$ cat config.mk
export PLATFORM = sky130hd
export DESIGN_NAME = egc_ctrl
export DESIGN_NICKNAME = d
export VERILOG_FILES = /design/src/rtl/egc_pkg.sv /design/src/rtl/egc_ctrl.sv
export SDC_FILE = /design/constraint.sdc
export NUM_CORES = 1
export LEC_CHECK = 0
export BUFFER_PORTS_ARGS = -buffer_cell sky130_fd_sc_hd__buf_2
export CAP_MARGIN = 20
export CELL_PAD_IN_SITES_DETAIL_PLACEMENT = 1
export CELL_PAD_IN_SITES_GLOBAL_PLACEMENT = 2
export CORE_AREA = 2 2 47 49
export DETAILED_ROUTE_END_ITERATION = 10
export DIE_AREA = 0 0 49 51
export PLACE_DENSITY = 0.7
export SLEW_MARGIN = 30
export SYNTH_ARGS = -nofsm -noshare
export SYNTH_HDL_FRONTEND = slang
export SYNTH_SLANG_ARGS = --single-unit
$ cat constraint.sdc
create_clock -name i_clk -period 1.7 [get_ports i_clk]
set_input_delay 0.34 -clock i_clk [delete_from_list [all_inputs] [get_ports i_clk]]
set_output_delay 0.34 -clock i_clk [all_outputs]
set_load 0.02 [all_outputs]
$ cat src/rtl/egc_pkg.sv
// ============================================================================
// egc_pkg
// Field widths, request and class codes, controller/datapath bundles.
// ============================================================================
`timescale 1ns / 1ps
`default_nettype none

package egc_pkg;

    // Payload field widths
    localparam int REQ_W = 2;
    localparam int VTX_W = 6;
    localparam int CNT_W = 7;
    localparam int CLS_W = 2;
    localparam int ODD_W = 7;

    // Reset value of the vertex count register
    localparam logic [CNT_W-1:0] VCOUNT_RESET = 7'd64;

    // Request codes
    localparam logic [REQ_W-1:0] REQ_ADD   = 2'd0;
    localparam logic [REQ_W-1:0] REQ_CHECK = 2'd1;
    localparam logic [REQ_W-1:0] REQ_CLEAR = 2'd2;

    // Result classes
    localparam logic [CLS_W-1:0] CLS_NONE    = 2'd0;
    localparam logic [CLS_W-1:0] CLS_PATH    = 2'd1;
    localparam logic [CLS_W-1:0] CLS_CIRCUIT = 2'd2;

    // Controller -> datapath commands
    typedef struct packed {
        logic add_a;      // write row of endpoint a
        logic add_b;      // write row of endpoint b
        logic clear;      // empty the graph
        logic walk_init;  // seed walk, reset odd counter
        logic pick;       // take lowest pending vertex, read its row
        logic merge;      // fold row into reached/pending sets
        logic cnt_step;   // count one parity bit
        logic finish;     // load result when output is free
    } t_cmd;

    // Datapath -> controller status
    typedef struct packed {
        logic pend_any;
        logic cnt_last;
        logic out_free;
    } t_sts;

endpackage

`default_nettype wire

$ cat src/rtl/egc_ctrl.sv
// ============================================================================
// egc_ctrl
// Request sequencer: edge writes, clear, reachability walk, odd count, result.
// ============================================================================
`timescale 1ns / 1ps
`default_nettype none

module egc_ctrl (
    input  wire logic                    i_clk,
    input  wire logic                    i_rst_n,
    input  wire logic                    i_accept,
    input  wire logic [egc_pkg::REQ_W-1:0] i_req_type,
    input  wire egc_pkg::t_sts           i_sts,
    output egc_pkg::t_cmd                o_cmd,
    output logic                         o_ready
);
    import egc_pkg::*;

    typedef enum logic [3:0] {
        S_IDLE,
        S_ADD_A,
        S_ADD_B,
        S_CLEAR,
        S_INIT,
        S_PICK,
        S_MERGE,
        S_COUNT,
        S_DONE
    } t_state;

    t_state r_state, n_state;
    t_cmd   r_cmd,   n_cmd;
    logic   r_ready, n_ready;

    // Next state
    always_comb begin
        n_state = r_state;
        unique case (r_state)
            S_IDLE, S_ADD_B: begin
                n_state = S_IDLE;
                if (i_accept) begin
                    unique case (i_req_type)
                        REQ_ADD:   n_state = S_ADD_A;
                        REQ_CHECK: n_state = S_INIT;
                        REQ_CLEAR: n_state = S_CLEAR;
                        default:   n_state = S_IDLE;
                    endcase
                end
            end
            S_ADD_A: n_state = S_ADD_B;
            S_CLEAR: n_state = S_IDLE;
            S_INIT:  n_state = S_PICK;
            S_PICK:  n_state = i_sts.pend_any ? S_MERGE : S_COUNT;
            S_MERGE: n_state = S_PICK;
            S_COUNT: n_state = i_sts.cnt_last ? S_DONE : S_COUNT;
            S_DONE:  n_state = i_sts.out_free ? S_IDLE : S_DONE;
            default: n_state = S_IDLE;
        endcase
    end

    // Commands follow the state being entered
    always_comb begin
        n_cmd           = '0;
        n_cmd.add_a     = (n_state == S_ADD_A);
        n_cmd.add_b     = (n_state == S_ADD_B);
        n_cmd.clear     = (n_state == S_CLEAR);
        n_cmd.walk_init = (n_state == S_INIT);
        n_cmd.pick      = (n_state == S_PICK);
        n_cmd.merge     = (n_state == S_MERGE);
        n_cmd.cnt_step  = (n_state == S_COUNT);
        n_cmd.finish    = (n_state == S_DONE);
        n_ready         = (n_state == S_IDLE) || (n_state == S_ADD_B);
    end

    // State and registered outputs
    always_ff @(posedge i_clk) begin
        if (!i_rst_n) begin
            r_state <= S_IDLE;
            r_cmd   <= '0;
            r_ready <= 1'b1;
        end else begin
            r_state <= n_state;
            r_cmd   <= n_cmd;
            r_ready <= n_ready;
        end
    end

    assign o_cmd   = r_cmd;
    assign o_ready = r_ready;

endmodule

`default_nettype wire

**After elaboration in Yosys (flattened, before gate mapping)**

Cells that the tools add are included.

- Bits in latches: 0
- ROM bits: 0
- Memories: 0
- Logic and storage cells: 39
- Register bits after elaboration: 13
- Bits in writable memories: 0
- Bits of input ports: 8

- Equality and inequality tests: 17
- $lt $le $gt $ge: 0
- Muxes and demuxes: 6
- Reductions and logical operators: 6
- Multipliers: 0
- Add/subtract/negate cells: 0
- Bitwise operators: 0
- Shift operators: 0
- Divide/modulo/power cells: 0

Operator list:

| operator | number |
|---|---|
| $eq A4 B3 Y1 const B | 8 |
| $pmux W4 S6 | 1 |
| $eq A4 B2 Y1 const B | 3 |
| $pmux W3 S3 | 1 |
| $eq A4 B1 Y1 const B | 2 |
| $eq A4 B4 Y1 const B | 2 |
| $logic_not A4 Y1 | 2 |
| $mux W4 | 2 |
| $reduce_or A2 Y1 | 2 |
| $mux W3 | 1 |
| $eq A2 B1 Y1 const B | 1 |
| $eq A2 B2 Y1 const B | 1 |
| $logic_not A2 Y1 | 1 |
| $logic_or A1 B1 Y1 | 1 |
| $mux W1 | 1 |

**Depth between registers and ports, before layout**

Gate-level depths: netlist of the first run.

- Word-level depth: 6
- Depth in mapped cells: 4
- Depth with buffers taken out: 4

**Worst setup path before layout of the first run**

Ideal clock, no wire load.

- Kind: register -> register
- From: register r_state[0]
- To: register r_cmd, in the netlist o_cmd[1]
- Data required time: 1,622 ps
- Stages on the path, launching flop included: 5
- Data arrival time: 1,122 ps
- Setup time: 78 ps
- Slack: 500 ps
- Clock period less this slack: 1,200 ps
- Cell sequence: dfxtp_1 nor4b_4 nand3b_2 a21o_1 nor3_1

- Longest elaborated chain between the ends: 4
- Elaborated cells on any way between the ends: 12
- Those cells by class: eq/ne (8); mux (1); reduce/logical (3)

RTL lines:

| element | RTL line | source |
|---|---|---|
| start, declared | egc_ctrl.sv:31 | `t_state r_state, n_state;` |
| start signal, assigned | egc_ctrl.sv:82 | `r_state <= n_state;` |
| $eq A4 B3 Y1 (tied with other cells) | egc_ctrl.sv:38 | `unique case (r_state)` |
| $reduce_or A2 Y1 (on tied branches) | - |  |
| $pmux W4 S6 (*) | egc_ctrl.sv:38 |  |
| $eq A4 B3 Y1 (*) | egc_ctrl.sv:70 | `n_cmd.cnt_step = (n_state == S_COUNT);` |
| end signal, assigned | egc_ctrl.sv:83 | `r_cmd <= n_cmd;` |
| end, declared | egc_ctrl.sv:32 | `t_cmd r_cmd, n_cmd;` |

Every way passes the cells marked *; elsewhere a longest branch is shown, timed or not.
A chain may end at the register's enable or synchronous reset.

**Worst setup path after layout of the first run**

- From: register r_state[0]
- To: register r_cmd, in the netlist o_cmd[2]

- Longest elaborated chain between the ends: 4
- Elaborated cells on any way between the ends: 12
- Those cells by class: eq/ne (8); mux (1); reduce/logical (3)

RTL lines:

| element | RTL line | source |
|---|---|---|
| $eq A4 B3 Y1 (tied with other cells) | egc_ctrl.sv:38 |  |
| $reduce_or A2 Y1 (on tied branches) | - |  |
| $pmux W4 S6 (*) | egc_ctrl.sv:38 |  |
| $eq A4 B3 Y1 (*) | egc_ctrl.sv:69 | `n_cmd.merge = (n_state == S_MERGE);` |

Marks and branches as above.

==> results of run 1 <==
-- per-layer routing --
| metal | vias up | GRT usage, % |
|---|---|---|
| met5 | - | 0 |
| met4 | 0 | 8.10 |
| met2 | 9 | 17.8 |
| met1 | 202 | 14.1 |
| li1 | 222 | - |
| met3 | 0 | 4.09 |
-- stage by stage --
| step | power [mW] | cells | utilization (%) |
|---|---|---|---|
| after floorplan | 0.387 | 50 | - |
| after global placement | 0.417 | 94 | 29.5 |
| after detailed placement | 0.417 | 94 | 29.5 |
| after CTS | 0.613 | 98 | 30.8 |
| after global routing | 0.642 | 98 | 30.8 |
| final | 0.604 | 98 | 30.8 |
-- final cells by class --
cell class | count | area, um^2
clock buffers | 4 | 26.3
fillers | 258 | 1430
inverters | 5 | 18.8
multi-input cells | 32 | 215
flip-flops and latches | 13 | 260
well taps | 28 | 35.0
repair buffers | 16 | 80.1
-- registers in the layout (all words and copies together), names as in the netlist --
register  count
o_cmd         8
r_state       4
o_ready       1
-- worst max path at each step --
| stage | from | slack, ns | end | cells after the start |
|---|---|---|---|---|
| final | r_state[0] | 0.28 | o_cmd[2] | 4 |
| after global routing | r_state[0] | 0.14 | o_cmd[2] | 4 |
| after CTS | r_state[0] | 0.30 | o_cmd[2] | 4 |
| after detailed placement | r_state[0] | 0.32 | o_cmd[3] | 4 |
| after global placement | r_state[0] | 0.29 | o_cmd[2] | 4 |
| after floorplan | r_state[0] | 0.50 | o_cmd[1] | 4 |
-- logic make-up (layout without fill, tap and decap cells) --
kind of cell / Yosys count / in the layout / share of synthesized area (%)
buf+inv: 5 / 25 / 3.80
simple gates: 22 / 22 / 27.3
mux: 1 / 1 / 2.28
flops: 13 / 13 / 52.7
compound gates: 9 / 9 / 13.9
-- synthesized netlist by cell type, types with 2 or more instances --
library cell and count:
nand3_1 2, nor3_1 7, inv_1 5, o21ai_0 2, and2_1 2, dfxtp_1 13
nand2_1 3, nor2_1 3
-- power by group through the flow --
stage	Sequential, mW	Clock (mW)	Combinational (mW)
2_1_floorplan	0.342	0	0.0451
3_3_place_gp	0.333	0	0.0835
3_5_place_dp	0.334	0	0.0828
4_1_cts	0.327	0.202	0.0838
5_1_grt	0.328	0.221	0.0928
6_report	0.327	0.194	0.0834
==> impl_results.md, run 1 <==
- Status: finished, final reports clean
- Clk slew on worst S/H paths: 0.09 ns
- Net Count, Synth: 58
- Number of global-route vias before repair: 468
- WHS: 0.307 ns
- Top cells by area, synth: dfxtp_1 53%, nor3_1 7.1%, nor4b_4 4.8%
- Critical Path Max Stage Delay: 0.41 ns
- Worst hold stages: 2
- IO Port Bufs: 16
- CP max FO: 7
- DRC violation count after routing: 0
- Commonest non-fill, non-tap cell in the layout: buf_2
- # IOs: 17
- Hold Crit Class: input pin to register
- Rel. slew slack: 70.3%
- MaxCap Viol Count: 0
- First-pass GRT wire length: 2170 um
- Worst flop-to-flop path endpoint: o_cmd[2]
- Core box area: 0.00206 mm^2
- YS warnings: 0
- Drt total wl: 1180 um
- Cell accounting for the most synthesized area: dfxtp_1
- Final setup viols: 0
- Setup repair after global routing missed its margin: no
- Syn Area/Cell: 9.88 um^2
- Placed Instance Area: 609 um^2
- Starting density of the core: 24.0%
- Area delta synth->final: 28.6%
- Hold path start: i_rst_n
- Sw Ratio: 26.7%
- N_diodes: 0
- WL met2: 565 um
- Die area: 0.00250 mm^2
- Maximum level of the CTS H-tree: 1
- Power share of the sequential group: 54.1%
- P_sw: 0.161 mW
- Chip width: 49 um
- Post-route met1 wirelength: 561 um
- Setup ws final: 0.280 ns
- Worst reg2reg path depth: 4
- Placement Setup Slack: 0.322 ns
- Final #Nets: 79
- Vias/cell: 4.42
- Min-Delay Endpoint: r_state[3]
- Post-DRT Antenna Nets: 0
- Crit start category: register
- CTS hold repair buffers: 0
- Int Power: 0.443 mW
- CP bufs+invs: 0
- GRT Resource Usage Total: 11.8%
- Clk Latency, worst-skew pair: 0.28 ns
- Peak Freq: 0.704 GHz
- Final instance area: 636 um^2
- Layout cells sized above 1: 32.9%
- Clk pwr share: 32.1%
- Cell variety after synth: 21
- Synthesized flop and latch total: 13
- Clk sinks: 13
- Async SR Flop Fraction: 0%
- Clock Tree Root: clkbuf_4
- Post-CTS Setup Inserts: 0
- Max clock buf depth: 2
- Min cycle time layout: 1.42 ns
- Synthesized cell area: 494 um^2
- Flop2flop setup slack: 0.28 ns
- Slew Viols, Final: 0
- Crit path required time: 1.89 ns
- Combinational share of power: 13.8%
- Initial drt markers: 4
- Max IR drop VDD: 364 uV
- Met3 wire len: 53 um
- Lkg Pwr: 0.281 nW
- PD cells: 950 mW/mm^2
- Critical path class: register to register
- Most frequent cells in the layout: 16 x buf_2, 13 x dfxtp_1, 7 x nor3_1, 5 x inv_1
- Final hold vios: 0
- Gpl congestion: 0.806
- HPWL Detailed: 865 um
- Dominant synthesized flop cell: dfxtp_1
- Highest routed metal layer: met3
- Setup TNS: 0 ns
- WL per Instance: 12.0 um
- Crit path max-delay family: simple AND/OR/NAND/NOR gates
- CP Cell Sequence: nor4b_4 > nand3b_2 > a21o_1 > nor3_1
- Fin Clk Skew: 0.00898 ns
- DIE HEIGHT: 51 um
- Largest net degree at the start of global routing: 8
- Antenna violations before repair: 0
- Worst-Margin Slew: 0.445 ns
- Arr. time, crit path: 1.61 ns
- Critical R2R Launch: r_state[0]
- Slowest CP cell: nor4b_4
- Crit share post-route: 83.6%
- CTS tree: done
- Mapped Cells: 50
- Cell row count: 17
- Yosys top cell area share: 52.7%
- TritonCTS Buffers: 3
- Sequential area share after synthesis: 52.7%
- Resized Gates After CTS: 0
- Crit end category: register
- Grt ovf: 0
- Vias after detailed routing: 433
- Post-synth EDFFs: 0
- Drt first pass iters: 4
(Power assumes the default switching activity.)
==> inputs of run 2 (changes only) <==
- CORE_AREA: 2 2 47 49 -> 2 2 49 51
- DIE_AREA: 0 0 49 51 -> 0 0 51 53
- PLACE_DENSITY: 0.7 -> 0.67
- clock period: 1.7 -> 1.2 ns (I/O delays scaled with it)
==> impl_results.md, run 2 (synthesis results as in run 1) <==
- Setup ws final: -0.0862 ns
- Drt total wl: 1350 um
- Crit end category: register
- Status: finished, violations left
- Clk Latency, worst-skew pair: 0.27 ns
- CTS hold repair buffers: 0
- Final core utilization: 34.3%
- N_diodes: 0
- Clk slew on worst S/H paths: 0.08 ns
- Lkg Pwr: 0.332 nW
- CTS tree: done
- Commonest non-fill, non-tap cell in the layout: buf_2
- Chip width: 51 um
- HPWL Detailed: 975 um
- Crit start category: register
- Arr. time, crit path: 1.48 ns
- Final Instance Count excl. Fillers: 107
- Gpl congestion: 0.756
- Min cycle time layout: 1.29 ns
- Met2 Track Usage GR: 19.3%
- Final #Nets: 88
- Slew Viols, Final: 0
- Worst-Margin Slew: 0.393 ns
- PD cells: 1210 mW/mm^2
- Post-DRT Antenna Nets: 0
- Final setup viols: 8
- Crit path required time: 1.40 ns
- MaxCap Viol Count: 0
- Fin Clk Skew: 0.00512 ns
- Final hold vios: 0
- Grt ovf: 0
- Die area: 0.00270 mm^2
- # IOs: 17
- Hold Crit Class: input pin to register
- Vias/cell: 4.36
- Largest net degree at the start of global routing: 8
- Setup repair after global routing missed its margin: yes
- CP max FO: 4
- Max IR drop VDD: 661 uV
- Area delta synth->final: 49.1%
- TritonCTS Buffers: 3
- GRT Resource Usage Total: 11.2%
- Max reg flops: 8
- Number of global-route vias before repair: 495
- Failing checks: setup timing
- Grt met1 use: 13.0%
- Crit share post-route: 107%
- Layout cells sized above 1: 51.9%
- Antenna violations before repair: 0
- Clock Tree Root: clkbuf_4
- Drt first pass iters: 2
- DIE HEIGHT: 53 um
- Gr busiest metal: met2
- First-pass GRT wire length: 2220 um
- WL per Instance: 12.6 um
- IO Port Bufs: 16
- Initial drt markers: 2
- Maximum level of the CTS H-tree: 1
- Cell row count: 17
- Max clock buf depth: 2
- Peak Freq: 0.777 GHz
- Core box area: 0.00215 mm^2
- DRC violation count after routing: 0
- Clk sinks: 13
- M3 GR Usage: 4.52%
- Starting density of the core: 23.0%
- Rel. slew slack: 73.7%
- Vias after detailed routing: 466
- Dpl cells: 98
- WHS: 0.214 ns
- Most frequent cells in the layout: 16 x buf_2, 9 x dfxtp_1, 9 x buf_4, 5 x inv_1, 5 x nor3_1
- Critical path class: register to register
-- run 2: cell count changes in the layout (fill, tap and decap cells not counted), sizes merged --
cell and delta:
buf +9
-- run 2: path summary, 6_finish.rpt --
kind	from	endpoint	slack, ns	cells past startpoint
max reg2reg	r_state[2]	o_cmd[1]	-0.09	4
min reg2reg	r_state[2]	o_cmd[4]	0.65	3
min	i_rst_n	r_state[3]	0.21	2
max	r_state[2]	o_cmd[1]	-0.09	4
-- run 2: layout make-up --
class,count,area [um^2]
repair buffers,25,148
fillers,264,1410
inverters,5,18.8
clock buffers,4,26.3
flip-flops and latches,13,265
well taps,28,35.0
multi-input cells,32,244
-- run 2: report_power, final --
part,total [mW],internal [mW],switching [mW]
Combinational,0.164,0.0779,0.0858
Clock,0.265,0.129,0.137
Sequential,0.461,0.450,0.0114
Total,0.890,0.656,0.234
-- run 2: critical path: stages (launching register included) --
cell and delay [ns]:
dfxtp_2 0.35, nor4b_4 0.33, nand3b_2 0.16, a21o_4 0.25
nor3_1 0.13
-- run 2: stage by stage --
stage	instance area (um^2)	power (mW)	setup WS, ns	setup TNS [ns]
2_1_floorplan	494	0.548	0.0118	0
3_3_place_gp	639	0.597	-0.147	-0.463
3_5_place_dp	639	0.598	-0.126	-0.460
4_1_cts	708	0.888	-0.0928	-0.337
5_1_grt	737	0.943	-0.168	-1.15
6_report	737	0.890	-0.0862	-0.453
-- run 2: routing by layer --
metal | vias up | part of all wire (%)
met5 | - | 0
met4 | 0 | 1.3
met3 | 2 | 4.8
met2 | 11 | 47
met1 | 215 | 47
li1 | 238 | -
-- run 2: timing repair --
| item | in CTS | in global routing |
|---|---|---|
| pin swaps | 4 | 3 |
| setup endpoints to repair | 8 | 10 |
| buffers inserted | 4 | 1 |
| gates resized for setup | 6 | 4 |
==> inputs of run 3 (changes only) <==
- CTS_BUF_LIST: not set -> sky130_fd_sc_hd__clkbuf_16
==> impl_results.md, run 3 (synthesis results as in run 1) <==
- Status: finished, violations left
- Failing checks: setup timing
- Worst hold stages: 2
- GRT Resource Usage Total: 12.0%
- Vias after detailed routing: 462
- N_diodes: 0
- Design Power: 1.24 mW
- Gr busiest metal: met2
- Clk Latency, worst-skew pair: 0.24 ns
- Final core utilization: 37.7%
- Slew Viols, Final: 0
- Lkg Pwr: 0.367 nW
- Levels on crit path: 5
- Dpl cells: 98
- TritonCTS Buffers: 3
- Worst-Margin Slew: 0.448 ns
- Crit start category: register
- Max reg flops: 8
- Vias/cell: 4.36
- IO Port Bufs: 16
- Drt total wl: 1350 um
- Met2 Track Usage GR: 19.7%
- Core box area: 0.00215 mm^2
- Chip width: 51 um
- CTS hold repair buffers: 0
- Final hold vios: 0
- Maximum level of the CTS H-tree: 1
- Layout cells sized above 1: 53.8%
- Critical path class: register to register
- Most frequent cells in the layout: 16 x buf_2, 9 x dfxtp_1, 8 x buf_4, 6 x inv_1
- Cell row count: 17
- MaxCap Viol Count: 0
- Crit share post-route: 108%
- Grt ovf: 0
- CP max FO: 4
- Final Instance Count excl. Fillers: 106
- WHS: 0.250 ns
- Min cycle time layout: 1.30 ns
- Crit path required time: 1.37 ns
- Clock Tree Root: clkbuf_16
- Setup repair after global routing missed its margin: yes
- Placement Setup Slack: -0.126 ns
- WL per Instance: 12.7 um
- Die area: 0.00270 mm^2
- Arr. time, crit path: 1.46 ns
- Fin Clk Skew: 0.00236 ns
- Drt first pass iters: 4
- Max IR drop VDD: 882 uV
- Post-DRT Antenna Nets: 0
- Area delta synth->final: 63.8%
- Final #Nets: 87
- CP bufs+invs: 1
- Antenna violations before repair: 0
- Clk slew on worst S/H paths: 0.04 ns
- Rel. slew slack: 70.0%
- Largest net degree at the start of global routing: 8
- Number of global-route vias before repair: 510
- HPWL Detailed: 975 um
- Crit path max-delay family: simple AND/OR/NAND/NOR gates
- Hold Crit Class: input pin to register
- Worst reg2reg path depth: 5
- Gpl congestion: 0.756
- Peak Freq: 0.771 GHz
- Placed Instance Area: 639 um^2
- Clk sinks: 13
- Critical Path Max Stage Delay: 0.34 ns
- # IOs: 17
- Slowest CP cell: dfxtp_2
- Final instance area: 810 um^2
- Max clock buf depth: 2
- M3 GR Usage: 5.37%
- Commonest non-fill, non-tap cell in the layout: buf_2
- Final setup viols: 8
- DIE HEIGHT: 53 um
- CP Cell Sequence: nor4b_4 > buf_4 > nand3b_4 > a21o_4 > nor3_2
- Starting density of the core: 23.0%
- Setup ws final: -0.0978 ns
- PD cells: 1530 mW/mm^2
- First-pass GRT wire length: 2310 um
- Crit end category: register
- Grt met1 use: 13.7%
- CTS tree: done
- Setup TNS: -0.445 ns
- Initial drt markers: 7
- DRC violation count after routing: 0
==> run 3: changes by cell type in the layout (fill, tap and decap cells not counted), moves of 2 or more <==
| cell | delta |
|---|---|
| clkbuf_16 | +3 |
| clkbuf_4 | -3 |
| nor3_1 | -2 |
| nor3_2 | +2 |
==> run 3: path summary, 6_finish.rpt <==
kind              start          to  slack, ns
max reg2reg  r_state[2]    o_cmd[1]       -0.1
min             i_rst_n  r_state[3]       0.25
min reg2reg  r_state[1]     o_ready       0.70
max          r_state[2]    o_cmd[1]       -0.1
==> run 3: area by class of cell <==
cell class / instances / area, um^2
fillers: 256 / 1340
clock buffers: 3 / 75.1
clock inverters: 1 / 3.75
well taps: 28 / 35.0
flip-flops and latches: 13 / 265
inverters: 5 / 18.8
multi-input cells: 32 / 272
repair buffers: 24 / 140
==> run 3: power breakdown <==
group	total [mW]	internal (mW)	leakage [nW]	switching, mW
sequential	0.465	0.452	0.107	0.0131
clock	0.603	0.438	0.0423	0.165
combinational	0.170	0.0799	0.218	0.0898
total	1.24	0.970	0.367	0.268
==> run 3: repair_timing <==
item | CTS | global route
resized for setup | 6 | 8
endpoints found under the setup margin | 8 | 10
endpoints found under the hold margin | 0 | 0
pin swaps | 0 | 2
setup buffers | 4 | 0
==> run 3: per-layer routing <==
metal  vias to the layer above  part of all wire [%]
met1                       212                    47
met4                         0                     0
met5                         -                     0
li1                        236                     -
met3                         0                   6.2
met2                        14                    47
